--- config.mk ---
export PLATFORM = sky130hd
export DESIGN_NAME = pss_cell
export DESIGN_NICKNAME = d
export VERILOG_FILES = /design/src/rtl/pss_pkg.sv /design/src/rtl/pss_cell.sv
export SDC_FILE = /design/constraint.sdc
export NUM_CORES = 1
export LEC_CHECK = 0
export ABC_AREA = 1
export BUFFER_PORTS_ARGS = -buffer_cell sky130_fd_sc_hd__clkbuf_2
export CAP_MARGIN = 20
export CORE_MARGIN = 1
export CORE_UTILIZATION = 46
export DETAILED_ROUTE_END_ITERATION = 8
export PLACE_DENSITY = 0.85
export SLEW_MARGIN = 20
export SYNTH_ARGS = -nofsm -noshare
export SYNTH_HDL_FRONTEND = slang
export SYNTH_SLANG_ARGS = --single-unit
--- constraint.sdc ---
create_clock -name clk_i -period 3.7 [get_ports clk_i]
set_input_delay 0.74 -clock clk_i [delete_from_list [all_inputs] [get_ports clk_i]]
set_output_delay 0.74 -clock clk_i [all_outputs]
set_load 0.005 [all_outputs]
--- src/rtl/pss_pkg.sv ---
package pss_pkg;

  localparam int unsigned DATA_W      = 32;
  localparam int unsigned POS_W       = 7;
  localparam int unsigned FOUND_W     = 7;
  localparam int unsigned STAT_W      = 2;
  localparam int unsigned CAPACITY_DF = 64;

  localparam logic [FOUND_W-1:0] NOT_FOUND = '1;

  typedef enum logic [1:0] {
    ACT_INSERT = 2'd0,
    ACT_REMOVE = 2'd1,
    ACT_READ   = 2'd2,
    ACT_FIND   = 2'd3
  } action_e;

  typedef enum logic [STAT_W-1:0] {
    ST_OK    = 2'd0,
    ST_RANGE = 2'd1,
    ST_FULL  = 2'd2
  } status_e;

  typedef enum logic [3:0] {
    S_IDLE = 4'b0001,
    S_EXEC = 4'b0010,
    S_SCAN = 4'b0100,
    S_FIN  = 4'b1000
  } state_e;

  // broadcast control from the sequencer to every cell
  typedef struct packed {
    logic    ins_en;
    logic    rem_en;
    action_e act;
  } ctrl_t;

  // lookup wave handed from cell to cell
  typedef struct packed {
    logic                valid;
    logic                hit;
    logic [DATA_W-1:0]   data;
    logic [FOUND_W-1:0]  idx;
  } carry_t;

endpackage

--- src/rtl/pss_cell.sv ---
module pss_cell #(
  parameter int unsigned INDEX = 0,
  parameter int unsigned CMP_W = 7
) (
  input  logic                        clk_i,
  input  logic                        rst_ni,
  input  pss_pkg::ctrl_t              ctrl_i,
  input  logic [CMP_W-1:0]            pos_i,
  input  logic [CMP_W-1:0]            count_i,
  input  logic [pss_pkg::DATA_W-1:0]  value_i,
  input  logic [pss_pkg::DATA_W-1:0]  left_i,
  input  logic [pss_pkg::DATA_W-1:0]  right_i,
  output logic [pss_pkg::DATA_W-1:0]  entry_o,
  input  pss_pkg::carry_t             carry_i,
  output pss_pkg::carry_t             carry_o
);
  import pss_pkg::*;

  localparam logic [CMP_W-1:0]   IDX_C = CMP_W'(INDEX);
  localparam logic [FOUND_W-1:0] IDX_F = FOUND_W'(INDEX);

  logic [DATA_W-1:0] entry_q, entry_d;
  logic              valid_q;
  logic              hit_q, hit_d;
  logic [DATA_W-1:0] data_q, data_d;
  logic [FOUND_W-1:0] idx_q, idx_d;
  logic              match;

  // entry shifting
  always_comb begin
    entry_d = entry_q;
    if (ctrl_i.ins_en) begin
      if (IDX_C > pos_i) begin
        entry_d = left_i;
      end else if (IDX_C == pos_i) begin
        entry_d = value_i;
      end
    end else if (ctrl_i.rem_en) begin
      if (IDX_C >= pos_i) begin
        entry_d = right_i;
      end
    end
  end

  always_ff @(posedge clk_i) begin
    entry_q <= entry_d;
  end

  // lookup wave: first matching cell claims it
  always_comb begin
    if (ctrl_i.act == ACT_FIND) begin
      match = (IDX_C < count_i) && (entry_q == value_i);
    end else begin
      match = (IDX_C == pos_i);
    end
    hit_d  = carry_i.hit;
    data_d = carry_i.data;
    idx_d  = carry_i.idx;
    if (!carry_i.hit && match) begin
      hit_d  = 1'b1;
      data_d = entry_q;
      idx_d  = IDX_F;
    end
  end

  always_ff @(posedge clk_i or negedge rst_ni) begin
    if (!rst_ni) begin
      valid_q <= 1'b0;
    end else begin
      valid_q <= carry_i.valid;
    end
  end

  // payload held once the wave has passed
  always_ff @(posedge clk_i) begin
    if (carry_i.valid) begin
      hit_q  <= hit_d;
      data_q <= data_d;
      idx_q  <= idx_d;
    end
  end

  assign entry_o       = entry_q;
  assign carry_o.valid = valid_q;
  assign carry_o.hit   = hit_q;
  assign carry_o.data  = data_q;
  assign carry_o.idx   = idx_q;

endmodule

# --- Word-level counts from Yosys, hierarchy flattened ---
# Index checks and enable logic that the tools add are counted.
classes:
  magnitude_cmp: 3
  n_eq_ne: 3
  muxes: 7
  n_reduce_logical: 7
op_table:
  columns: ["operator", "count"]
  rows:
  - ["2-to-1 mux 32 bit", 6]
  - ["== test 32 bit", 1]
  - [">= comparator 1 x 7 -> 1 bit, first input constant", 1]
  - ["greater-than comparator 1 x 7 -> 1 bit, first input constant", 1]
  - ["logical NOT 7 bit", 1]
  - ["less-than comparator 1 x 7 -> 1 bit, first input constant", 1]
  - ["nonzero test 2 bit", 2]
  - ["inequality test 3 x 1 -> 1 bit, second input constant", 1]
  - ["AND reduction 3 bit", 1]
  - ["== test 2 bit, second input constant", 1]
  - ["logical AND 1 bit", 2]
  - ["logical NOT 1 bit", 1]
  - ["2-to-1 mux 1 bit", 1]
word_totals:
  register_bits: 73
  in_bits: 157
  out_inout_bits: 73
  elab_cells: 25

# --- Depth between registers and ports, before layout ---
# Gate-level depths: netlist of the first run.
logic_depth:
  ltp_word: 5
  ltp_mapped: 13
  depth_no_buf: 12

# --- Least setup slack after synthesis of the first run ---
# No wires, ideal clock.
synth_timing:
  path_kind: "input port to flip-flop"
  startpoint: "input port pos_i[5]"
  endpoint: "register entry_q[0] (netlist: entry_o[0]), enable pin"
  setup_ps: 421
  arrival_time_ps: 2483
  required_time_ps: 3279
  slack_ps: 796
  stages: 5
  n_path_buf: 0
  path_cell_list: "nor2_1 nand2_1 nor4_2 inv_2 nor2_1"
synth_between:
  elab_chain_len: 3
  elab_cells_between_ends: 6
  classes_between: "order compare: 2; eq/ne: 1; reduce/logical: 3"
synth_rtl:
  columns: ["item", "line", "source"]
  rows:
  - ["from (decl)", "pss_cell.sv:8", "input logic [CMP_W-1:0] pos_i,"]
  - ["greater-than comparator 1 x 7 -> 1 bit (tied with other cells)", "pss_cell.sv:33", "if (IDX_C > pos_i) begin"]
  - ["inequality test 3 x 1 -> 1 bit (no source line) or nonzero test 2 bit (tied branches)", null, null]
  - ["AND reduction 3 bit (no source line) (*)", null, null]
  - ["to (signal assigned)", "pss_cell.sv:46", "entry_q <= entry_d;"]
  - ["to (decl)", "pss_cell.sv:22", "logic [DATA_W-1:0] entry_q, entry_d;"]
# Every way passes the cells marked *; elsewhere a longest branch is shown, timed or not.
# A chain may end at the register's enable or synchronous reset.

# --- Worst setup path after layout of the first run ---
layout_timing:
  startpoint: "input port value_i[17] (netlist name)"
  endpoint: "register data_q[27] (data pin)"
layout_between:
  elab_chain_len: 5
layout_rtl:
  columns: ["item", "line", "source"]
  rows:
  - ["from (decl)", "pss_cell.sv:10", "input logic [pss_pkg::DATA_W-1:0] value_i,"]
  - ["== test 32 bit", "pss_cell.sv:52", "match = (IDX_C < count_i) && (entry_q == value_i);"]
  - ["logical AND 1 bit", "pss_cell.sv:52", null]
  - ["2-to-1 mux 1 bit", "pss_cell.sv:51", "if (ctrl_i.act == ACT_FIND) begin"]
  - ["logical AND 1 bit", "pss_cell.sv:59", "if (!carry_i.hit && match) begin"]
  - ["2-to-1 mux 32 bit", "pss_cell.sv:59", null]
  - ["named net data_d[27]", "pss_cell.sv:25", "logic [DATA_W-1:0] data_q, data_d;"]
  - ["to (signal assigned)", "pss_cell.sv:78", "data_q <= data_d;"]
  - ["to (decl)", "pss_cell.sv:25", null]
# The timed path passes the listed nets, and every way through them passes these cells.

==> flow_summary.yaml, run 1 <==
run_status:
  run_status: "complete, no violations"
clocking:
  clock_path_buffers: 2
  cells_resized_by_post_cts_repair: 0
  cts_tree: "built"
  cts_inserted_buffers: 9
  clkTransAtPathRegs_ns: 0.08
  number_of_h_tree_levels: 3
  ctsHoldBuffers: 0
  cts.root.buffer_cell: "clkbuf_8"
  clk_latency_ns: 0.33
  numClockSinks: 73
  post-cts-setup-buffer-count: 0
layout:
  final_common_cell: "clkbuf_2"
  layout.cell_area.non_filler_um2: 4880
  post_layout_nonfiller_instances: 688
  fillers: 684
  diodes: 0
  drive_gt1_frac: 0.379
  final_cell_mix: "197 x clkbuf_2, 178 x nand2_1, 72 x edfxtp_1"
  area_growth_syn_to_layout_pct: 33.4
  finish.net_count: 738
placement:
  place.detailed.instances: 672
  place_congestion: 0.792
  port_buffers: 197
  post_dp_cell_area_um2: 4690
  dp.final_hpwl_um: 7120
timing:
  fin_worst_skew_ns: 0.0101
  layout_min_cycle_time_ns: 2.17
  timing_hold_violations_final: 0
  rsz0062_at_grt: "false"
  max_clock_freq_mhz: 461
  timing.slew.headroom: 0.288
  slew_viol_final: 0
  fin_hold_ws_ns: 0.171
  max_slew.worst_pin.slew_ns: 1.07
  timing.final.crit_share: 0.586
  report.final.setup_viol: 0
  setup_tns_ns: 0
synthesis:
  synth_flop_cell: "edfxtp_1"
  synth-compound-area-share: 0.0284
  count_of_unique_library_cells_instantiated_by_yosys: 21
  synth-seq-cells: 73
  combinational_family_with_the_most_area_after_synthesis: "simple AND/OR/NAND/NOR gates"
  synth_async_sr_flop_share: 0.0137
  synth-xor-area-share: 0.0599
  synthMuxAreaShare: 0
  yosysSeqAreaShare: 0.598
  synth.net_count: 546
  yosys_warnings: 0
  synthSimpleGateAreaFrac: 0.263
  synth_enable_flop_cells: 72
  syn_inst: 389
  post_synth.cell_area_avg_um2: 9.40
  synth.cell_area_um2: 3660
  synthAdderAreaFrac: 0
pwr:
  leakagePower_nw: 2.42
  pd_cells_nw_per_um2: 367
  irDropWorstVdd_v: 0.000154
  report.power.total_mw: 1.79
setup_path:
  critical_path_peak_fanout: 33
  worstSetupPathType: "in2reg"
  critPathRequiredTime_ns: 3.78
  arrival_ns: 2.25
  crit_path_end_kind: "flip-flop"
  critical_path.startpoint_type: "input pin"
job:
  max-cap-violations: 0
route:
  postRouteAntennaNets: 0
  via_count: 3298
  drt-wirelength-per-cell_um: 13.9
  drt_first_pass_iters: 5
  route.final.wire_length_um: 9570
  viasPerCell: 4.79
  detail_route.drc_violations: 0
  drtIter0Drc: 107
floorplanning:
  core_region_area_um2: 7730
  start_util: 0.473
  row_count: 32
  floorplan.io_pins: 230
  die_height_um: 91.2
  die_width_um: 91.2
  area_of_the_die_um2: 8310
global_routing:
  grt_pass1_wl_um: 14900
  grt_max_degree: 42
  via_count_of_the_first_global_routing_pass: 3184
  antenna_violations_before_repair: 0
  grtUsageTotal: 0.231
  grt.overflow.total: 0
min_path:
  holdCritPathClass: "in2async"
## registers in the layout (all words and copies together) (netlist names)
signal   cells
valid_q      1
idx_q        7
data_q      32
hit_q        1
entry_o     32
## cell type report
cell class,count,area [um^2],area share
Sequential cell,73,2190,0.448
Clock inverter,6,58.8,0.0121
Inverter,18,67.6,0.0138
Timing Repair Buffer,201,1020,0.208
Tap cell,102,128,0.0262
Clock buffer,10,128,0.0262
Multi-Input combinational cell,278,1290,0.265
## synth_stat cells (2+ instances only)
cell type  count  share of area
buf_6          3         0.0092
xnor2_1       20          0.048
o21ai_0        7         0.0096
xor2_1         5          0.012
clkbuf_1       6         0.0062
edfxtp_1      72           0.59
nand3_1       35          0.048
nand2_1      178           0.18
inv_1         17          0.017
nand4_1        2         0.0034
nand2_2        2         0.0034
buf_2          9          0.012
buf_4          2         0.0041
nor2_1        18          0.018
a21boi_0       7          0.014
## per-layer routing
metal	track usage	share of wire
met5	0	0
met4	0.0754	0.016
met3	0.0335	0.067
met2	0.422	0.51
met1	0.280	0.40
## cells by family after synthesis
family,after synthesis
AO/OA/AOI/OAI,15
XOR/XNOR,25
buffers and inverters,38
flip-flops,73
AND/OR/NAND/NOR,238
## per-stage QoR
| step | utilization | worst slack (ns) |
|---|---|---|
| after floorplan | - | 0.796 |
| after global placement | 0.607 | 1.21 |
| after detailed placement | 0.607 | 1.15 |
| after CTS | 0.631 | 1.49 |
| after global routing | 0.631 | 1.34 |
| final | 0.631 | 1.53 |
## critical path: stages
cell      delay, ns
clkbuf_2       0.10
xnor2_1        0.18
nand2_1        0.07
nor2_1         0.12
nand2_1        0.09
nor2_1         0.11
nand3_1        0.09
nand2_2        0.08
nand2_2        0.38
nand2_1        0.20
nand2_1        0.08
## path summary, 6_finish.rpt
kind / start / to / slack [ns] / cells after the start
max: value_i[17] / data_q[27]$_DFFE_PP_ / 1.53 / 11
min in group clk_i: entry_o[18]$_DFFE_PP_ / data_q[18]$_DFFE_PP_ / 0.63 / 2
max reg2reg: entry_o[0]$_DFFE_PP_ / data_q[27]$_DFFE_PP_ / 1.62 / 9
min reg2reg: entry_o[18]$_DFFE_PP_ / data_q[18]$_DFFE_PP_ / 0.63 / 2
max in group asynchronous: rst_ni / valid_q$_DFF_PN0_ / 3.45 / 1
min: rst_ni / valid_q$_DFF_PN0_ / 0.17 / 1
## power breakdown
| part | internal [mW] | leakage, nW | switching, mW |
|---|---|---|---|
| sequential | 0.952 | 0.682 | 0.0100 |
| clock | 0.307 | 0.0897 | 0.292 |
| combinational | 0.109 | 1.65 | 0.123 |
| total | 1.37 | 2.42 | 0.424 |
(Power assumes the default switching activity.)
==> run 2, diff against run 1 <==
--- a/config.mk
+++ b/config.mk
@@ -9,9 +9,9 @@
 export BUFFER_PORTS_ARGS = -buffer_cell sky130_fd_sc_hd__clkbuf_2
 export CAP_MARGIN = 20
 export CORE_MARGIN = 1
-export CORE_UTILIZATION = 46
+export CORE_UTILIZATION = 39
 export DETAILED_ROUTE_END_ITERATION = 8
-export PLACE_DENSITY = 0.85
+export PLACE_DENSITY = 0.77
 export SLEW_MARGIN = 20
 export SYNTH_ARGS = -nofsm -noshare
 export SYNTH_HDL_FRONTEND = slang
==> constraint.sdc (replaced) <==
create_clock -name clk_i -period 1.8 [get_ports clk_i]
set_input_delay 0.36 -clock clk_i [delete_from_list [all_inputs] [get_ports clk_i]]
set_output_delay 0.36 -clock clk_i [all_outputs]
set_load 0.005 [all_outputs]
==> run 2 against run 1 <==
  * Global-route usage decreased by 1.4 points
  * Clock power up 120%
  * Via count is 6.2% higher
  * Clock skew up 0.0052 ns
  * First-iteration DRC count is 36% lower
  * Flip-flop and latch count is the same
  * Sequential share of layout area decreased by 3.2 points
  * Hold slack better by 0.11 ns
  * Cell area grew 7.6%
  * Non-clock buffer count rose by 37
  * Count of clock-buffer cells in the layout rose by 1
  * Critical path depth stayed put
==> flow_summary.yaml, run 2 (synthesis results as in run 1) <==
run_status:
  run_status: "complete, no violations"
setup_path:
  critPathRequiredTime_ns: 1.88
  critical_path.startpoint_type: "flip-flop"
  cp_cell_sequence: "xnor2_1, nand2_1, nor2_2, nand2_1, nor2_1, nand3_1, nand2_2, nand2_4, buf_12, nand2_1, nand2_1"
  crit_buf_inv: 1
  crit_path_end_kind: "flip-flop"
  reg2reg_setup_slack_ns: 0.01
  worst_path_most_repeated_cell: "nand2_1"
  timing.critical_path.max_delay_family: "simple AND/OR/NAND/NOR gates"
  critical_path_peak_fanout: 19
  arrival_ns: 1.87
  worstSetupPathType: "reg2reg"
  worst_path_largest_cell_delay_ns: 0.42
  critPathSlowestCell: "edfxtp_1"
layout:
  postLayoutCoreUtil: 0.590
  final_cell_mix: "197 x clkbuf_2, 178 x nand2_1, 72 x edfxtp_1"
  drive_gt1_frac: 0.419
  layout.area.seq_um2: 2190
  area_growth_syn_to_layout_pct: 43.5
  finish.net_count: 775
  final_common_cell: "clkbuf_2"
  fillers: 786
  diodes: 0
  multi_input_comb_area_um2: 1300
placement:
  dp.final_hpwl_um: 7740
  port_buffers: 197
  dpl_worst_slack_ns: -0.0595
  place_congestion: 0.809
global_routing:
  grt_pass1_wl_um: 16200
  grt.overflow.total: 0
  grtUsageTotal: 0.217
  grt_max_degree: 42
  antenna_violations_before_repair: 0
  via_count_of_the_first_global_routing_pass: 3500
pwr:
  pd_cells_nw_per_um2: 722
  p_sw_frac: 0.239
  report.power.total_mw: 3.79
  clock_power_share: 0.341
  leakagePower_nw: 2.63
  power_switching_uw: 906
  internal_power_mw: 2.88
  power.share.combinational: 0.138
  p_seq_frac: 0.521
  irDropWorstVdd_v: 0.000331
job:
  max-cap-violations: 0
route:
  drtIter0Drc: 69
  detail_route.drc_violations: 0
  route.final.wire_length_um: 10300
  drt_first_pass_iters: 5
  viasPerCell: 4.79
  drt-wirelength-per-cell_um: 14.0
  postRouteAntennaNets: 0
  via_count: 3501
timing:
  slew_viol_final: 0
  rsz0062_at_grt: "true"
  fin_worst_skew_ns: 0.0153
  max_slew.worst_pin.slew_ns: 0.313
  layout_min_cycle_time_ns: 1.79
  setup_tns_ns: 0
  timing.final.ws_setup_ns: 0.0118
  max_clock_freq_mhz: 559
  fin_hold_ws_ns: 0.285
  timing_hold_violations_final: 0
  timing.final.crit_share: 0.993
  timing.slew.headroom: 0.791
  report.final.setup_viol: 0
clocking:
  number_of_h_tree_levels: 3
  cts_tree: "built"
  numClockSinks: 73
  clk_latency_ns: 0.34
  cts_inserted_buffers: 9
  clkTransAtPathRegs_ns: 0.08
  clock_path_buffers: 2
  cts.root.buffer_cell: "clkbuf_8"
floorplanning:
  core_region_area_um2: 8890
  start_util: 0.411
  row_count: 34
  die_width_um: 98.8
  area_of_the_die_um2: 9770
  die_height_um: 98.8
  floorplan.io_pins: 230
min_path:
  holdCritPathClass: "in2reg"
[run 2: changes by cell type in the layout (fill, tap and decap cells not counted), sizes merged]
cell and delta:
clkbuf +1, buf +36, dlygate4sd3 +1, clkinv -1
[run 2: layer usage]
layer,routed length (um),up-vias,track usage
li1,-,1726,-
met1,4210,1602,0.249
met2,5210,159,0.400
met3,685,14,0.0383
met4,151,0,0.0850
met5,0,-,0
[run 2: path summary, 6_finish.rpt]
kind	startpoint	endpoint	cells past startpoint
min reg2reg	entry_o[14]$_DFFE_PP_	data_q[14]$_DFFE_PP_	2
min in group asynchronous	rst_ni	valid_q$_DFF_PN0_	2
max	entry_o[17]$_DFFE_PP_	data_q[5]$_DFFE_PP_	11
max in group asynchronous	rst_ni	valid_q$_DFF_PN0_	2
min	carry_i[8]	data_q[1]$_DFFE_PP_	3
max reg2reg	entry_o[17]$_DFFE_PP_	data_q[5]$_DFFE_PP_	11
[run 2: layout make-up]
| cell class | instances | area share |
|---|---|---|
| Multi-Input combinational cell | 278 | 0.248 |
| Clock buffer | 11 | 0.0269 |
| Timing Repair Buffer | 238 | 0.259 |
| Tap cell | 108 | 0.0258 |
| Sequential cell | 73 | 0.417 |
| Clock inverter | 5 | 0.0105 |
| Inverter | 18 | 0.0129 |
[run 2: worst reg2reg max path: stages (launching register included)]
cell and delay (ns):
edfxtp_1 0.42, xnor2_1 0.19, nand2_1 0.09, nor2_2 0.11
nand2_1 0.09, nor2_1 0.09, nand3_1 0.08, nand2_2 0.12
nand2_4 0.08, buf_12 0.16, nand2_1 0.06, nand2_1 0.05
[run 2: stage by stage]
stage	cells	cell area (um^2)
3_3_place_gp	710	4990
2_1_floorplan	389	3660
6_report	731	5250
4_1_cts	730	5230
5_1_grt	731	5250
3_5_place_dp	710	4990
[run 2: power by group through the flow]
stage / Clock, mW / Combinational [mW] / Sequential [mW]
finish: 1.29 / 0.524 / 1.97
global route: 1.39 / 0.585 / 1.98
CTS: 1.32 / 0.525 / 1.98
detailed placement: 0 / 0.517 / 2.01
global placement: 0 / 0.501 / 2.01
floorplan: 0 / 0.204 / 2.02
[run 2: timing repair]
action | in CTS | in global routing
pin swaps | 3 | 0
endpoints found under the setup margin | 22 | 35
gates resized for setup | 4 | 5
hold buffers | 1 | 0
buffers inserted | 3 | 1
hold endpoints to repair | 1 | 0
==> run 3, diff against run 2 <==
--- a/config.mk
+++ b/config.mk
@@ -9,9 +9,10 @@
 export BUFFER_PORTS_ARGS = -buffer_cell sky130_fd_sc_hd__clkbuf_2
 export CAP_MARGIN = 20
 export CORE_MARGIN = 1
-export CORE_UTILIZATION = 39
+export CORE_UTILIZATION = 37
 export DETAILED_ROUTE_END_ITERATION = 8
-export PLACE_DENSITY = 0.77
+export PLACE_DENSITY = 0.74
+export SKIP_CTS_REPAIR_TIMING = 1
 export SLEW_MARGIN = 20
 export SYNTH_ARGS = -nofsm -noshare
 export SYNTH_HDL_FRONTEND = slang
==> run 3 against run 2 <==
  * The flow now finishes with violations (negative setup slack)
  * Final cell count up 2.9%
  * Clock skew down 0.0049 ns
  * Combinational power down 2%
  * Core utilization down 3.4 points
  * Routed wire length down 0.76%
  * Critical path depth up 2
  * Power down 6.3%
  * Clock power down 18%
  * Worst setup slack worse by 0.029 ns
  * Critical path type unchanged
  * Highest routed layer unchanged
==> flow_summary.yaml, run 3 (synthesis results as in run 1) <==
run_status:
  run_status: "finished, violations left"
  violations: "negative setup slack"
global_routing:
  grt_pass1_wl_um: 15300
  grtUsageTotal: 0.197
  antenna_violations_before_repair: 0
  grt.overflow.total: 0
  via_count_of_the_first_global_routing_pass: 3332
  grt_max_degree: 31
layout:
  layout.area.seq_um2: 2190
  postLayoutCoreUtil: 0.556
  drive_gt1_frac: 0.419
  diodes: 0
  final_common_cell: "clkbuf_2"
  post_layout_nonfiller_instances: 752
  fillers: 860
  area_growth_syn_to_layout_pct: 43.2
  finish.net_count: 776
  multi_input_comb_area_um2: 1310
  final_cell_mix: "197 x clkbuf_2, 175 x nand2_1, 72 x edfxtp_1"
route:
  met2WireLength_um: 5160
  m1_wire_length_um: 4190
  route.final.wire_length_um: 10200
  drt-wirelength-per-cell_um: 13.5
  postRouteAntennaNets: 0
  via_count: 3446
  viasPerCell: 4.58
  drt_first_pass_iters: 4
  highest-signal-layer: "met4"
  drtIter0Drc: 117
  sum_of_met3_wire_segment_lengths_after_detailed_routing_um: 726
  detail_route.drc_violations: 0
job:
  max-cap-violations: 0
placement:
  dpl_worst_slack_ns: -0.112
  place_congestion: 0.788
  port_buffers: 197
  place.detailed.instances: 733
  dp.final_hpwl_um: 7870
setup_path:
  reg2reg_from: "entry_o[24]$_DFFE_PP_"
  critPathSlowestCell: "edfxtp_1"
  timing.critical_path.max_delay_family: "simple AND/OR/NAND/NOR gates"
  reg2regPathDepth: 13
  reg2reg_setup_slack_ns: -0.02
  crit_path_end_kind: "flip-flop"
  critical_path_peak_fanout: 6
  crit_buf_inv: 2
  cp_cell_sequence: "inv_1, nand2_1, nand2_1, nand2_1, nor2_1, nand2_1, nor2_2, nand3_1, nand2_2, nand2_4, buf_4, nand2_1, nand2_1"
  critPathRequiredTime_ns: 1.88
  worstSetupPathType: "reg2reg"
  reg2reg_to: "data_q[28]$_DFFE_PP_"
  critical_path.startpoint_type: "flip-flop"
  worst_path_most_repeated_cell: "nand2_1"
  arrival_ns: 1.90
  worst_path_largest_cell_delay_ns: 0.43
clocking:
  numClockSinks: 73
  clock_path_buffers: 2
  cts.root.buffer_cell: "clkbuf_8"
  cts_tree: "built"
  number_of_h_tree_levels: 3
  clkTransAtPathRegs_ns: 0.08
  cts_inserted_buffers: 9
  clk_latency_ns: 0.33
timing:
  fin_worst_skew_ns: 0.0103
  slew_viol_final: 0
  timing_hold_violations_final: 0
  timing.final.crit_share: 1.01
  max_slew.worst_pin.slew_ns: 0.395
  layout_min_cycle_time_ns: 1.82
  max_clock_freq_mhz: 550
  report.final.setup_viol: 4
  rsz0062_at_grt: "true"
  timing.final.ws_setup_ns: -0.0171
  timing.slew.headroom: 0.737
min_path:
  worst_hold_path.endpoint: "data_q[20]$_DFFE_PP_"
  holdPathStages: 3
  holdCritPathClass: "in2reg"
  min-delay-start: "carry_i[27]"
floorplanning:
  area_of_the_die_um2: 10300
  start_util: 0.388
  core_region_area_um2: 9420
  row_count: 35
  die_height_um: 101
  die_width_um: 101
  floorplan.io_pins: 230
pwr:
  report.power.total_mw: 3.55
  pd_cells_nw_per_um2: 678
  leakagePower_nw: 2.61
  irDropWorstVdd_v: 0.000344
==> run 3: layer usage <==
metal  vias to the layer above  track usage
met5                         -            0
met4                         0       0.0747
met3                         8       0.0352
met2                       167        0.353
met1                      1543        0.236
li1                       1728            -
==> run 3: worst max path at each step <==
| stage | to | cells after the start | startpoint | slack [ns] |
|---|---|---|---|---|
| after CTS | data_q[6]$_DFFE_PP_ | 13 | entry_o[25]$_DFFE_PP_ | -0.08 |
| final | data_q[28]$_DFFE_PP_ | 13 | entry_o[24]$_DFFE_PP_ | -0.02 |
| after global placement | data_q[18]$_DFFE_PP_ | 12 | value_i[17] | -0.11 |
| after global routing | data_q[0]$_DFFE_PP_ | 13 | entry_o[24]$_DFFE_PP_ | -0.15 |
| after floorplan | entry_o[0]$_DFFE_PP_ | 5 | pos_i[5] | 0.16 |
| after detailed placement | data_q[7]$_DFFE_PP_ | 12 | value_i[17] | -0.11 |
==> run 3: cell type report <==
cell class,instances,share of cell area
Timing Repair Buffer,239,0.260
Tap cell,129,0.0308
Inverter,18,0.0129
Clock buffer,11,0.0251
Multi-Input combinational cell,278,0.250
Sequential cell,73,0.417
Clock inverter,4,0.00406
==> run 3: report_power, final <==
group | switching, mW | total, mW | leakage, nW | internal [mW]
combinational | 0.261 | 0.512 | 1.85 | 0.251
sequential | 0.0209 | 1.98 | 0.682 | 1.96
clock | 0.579 | 1.06 | 0.0766 | 0.485
==> run 3: per-stage QoR <==
stage	cell area, um^2	TNS (ns)	hold slack [ns]
floorplan	3660	0	0.0644
global placement	5030	-3.37	0.135
detailed placement	5030	-3.13	0.142
CTS	5180	-2.16	-0.230
global route	5240	-4.73	0.272
finish	5240	-0.0207	0.287
==> run 3: tightest hold or removal path, delay by kind of cell <==
family                 cells  cell delay (ns)
buffers and inverters      1             0.07
and+or+nand+nor            2             0.08
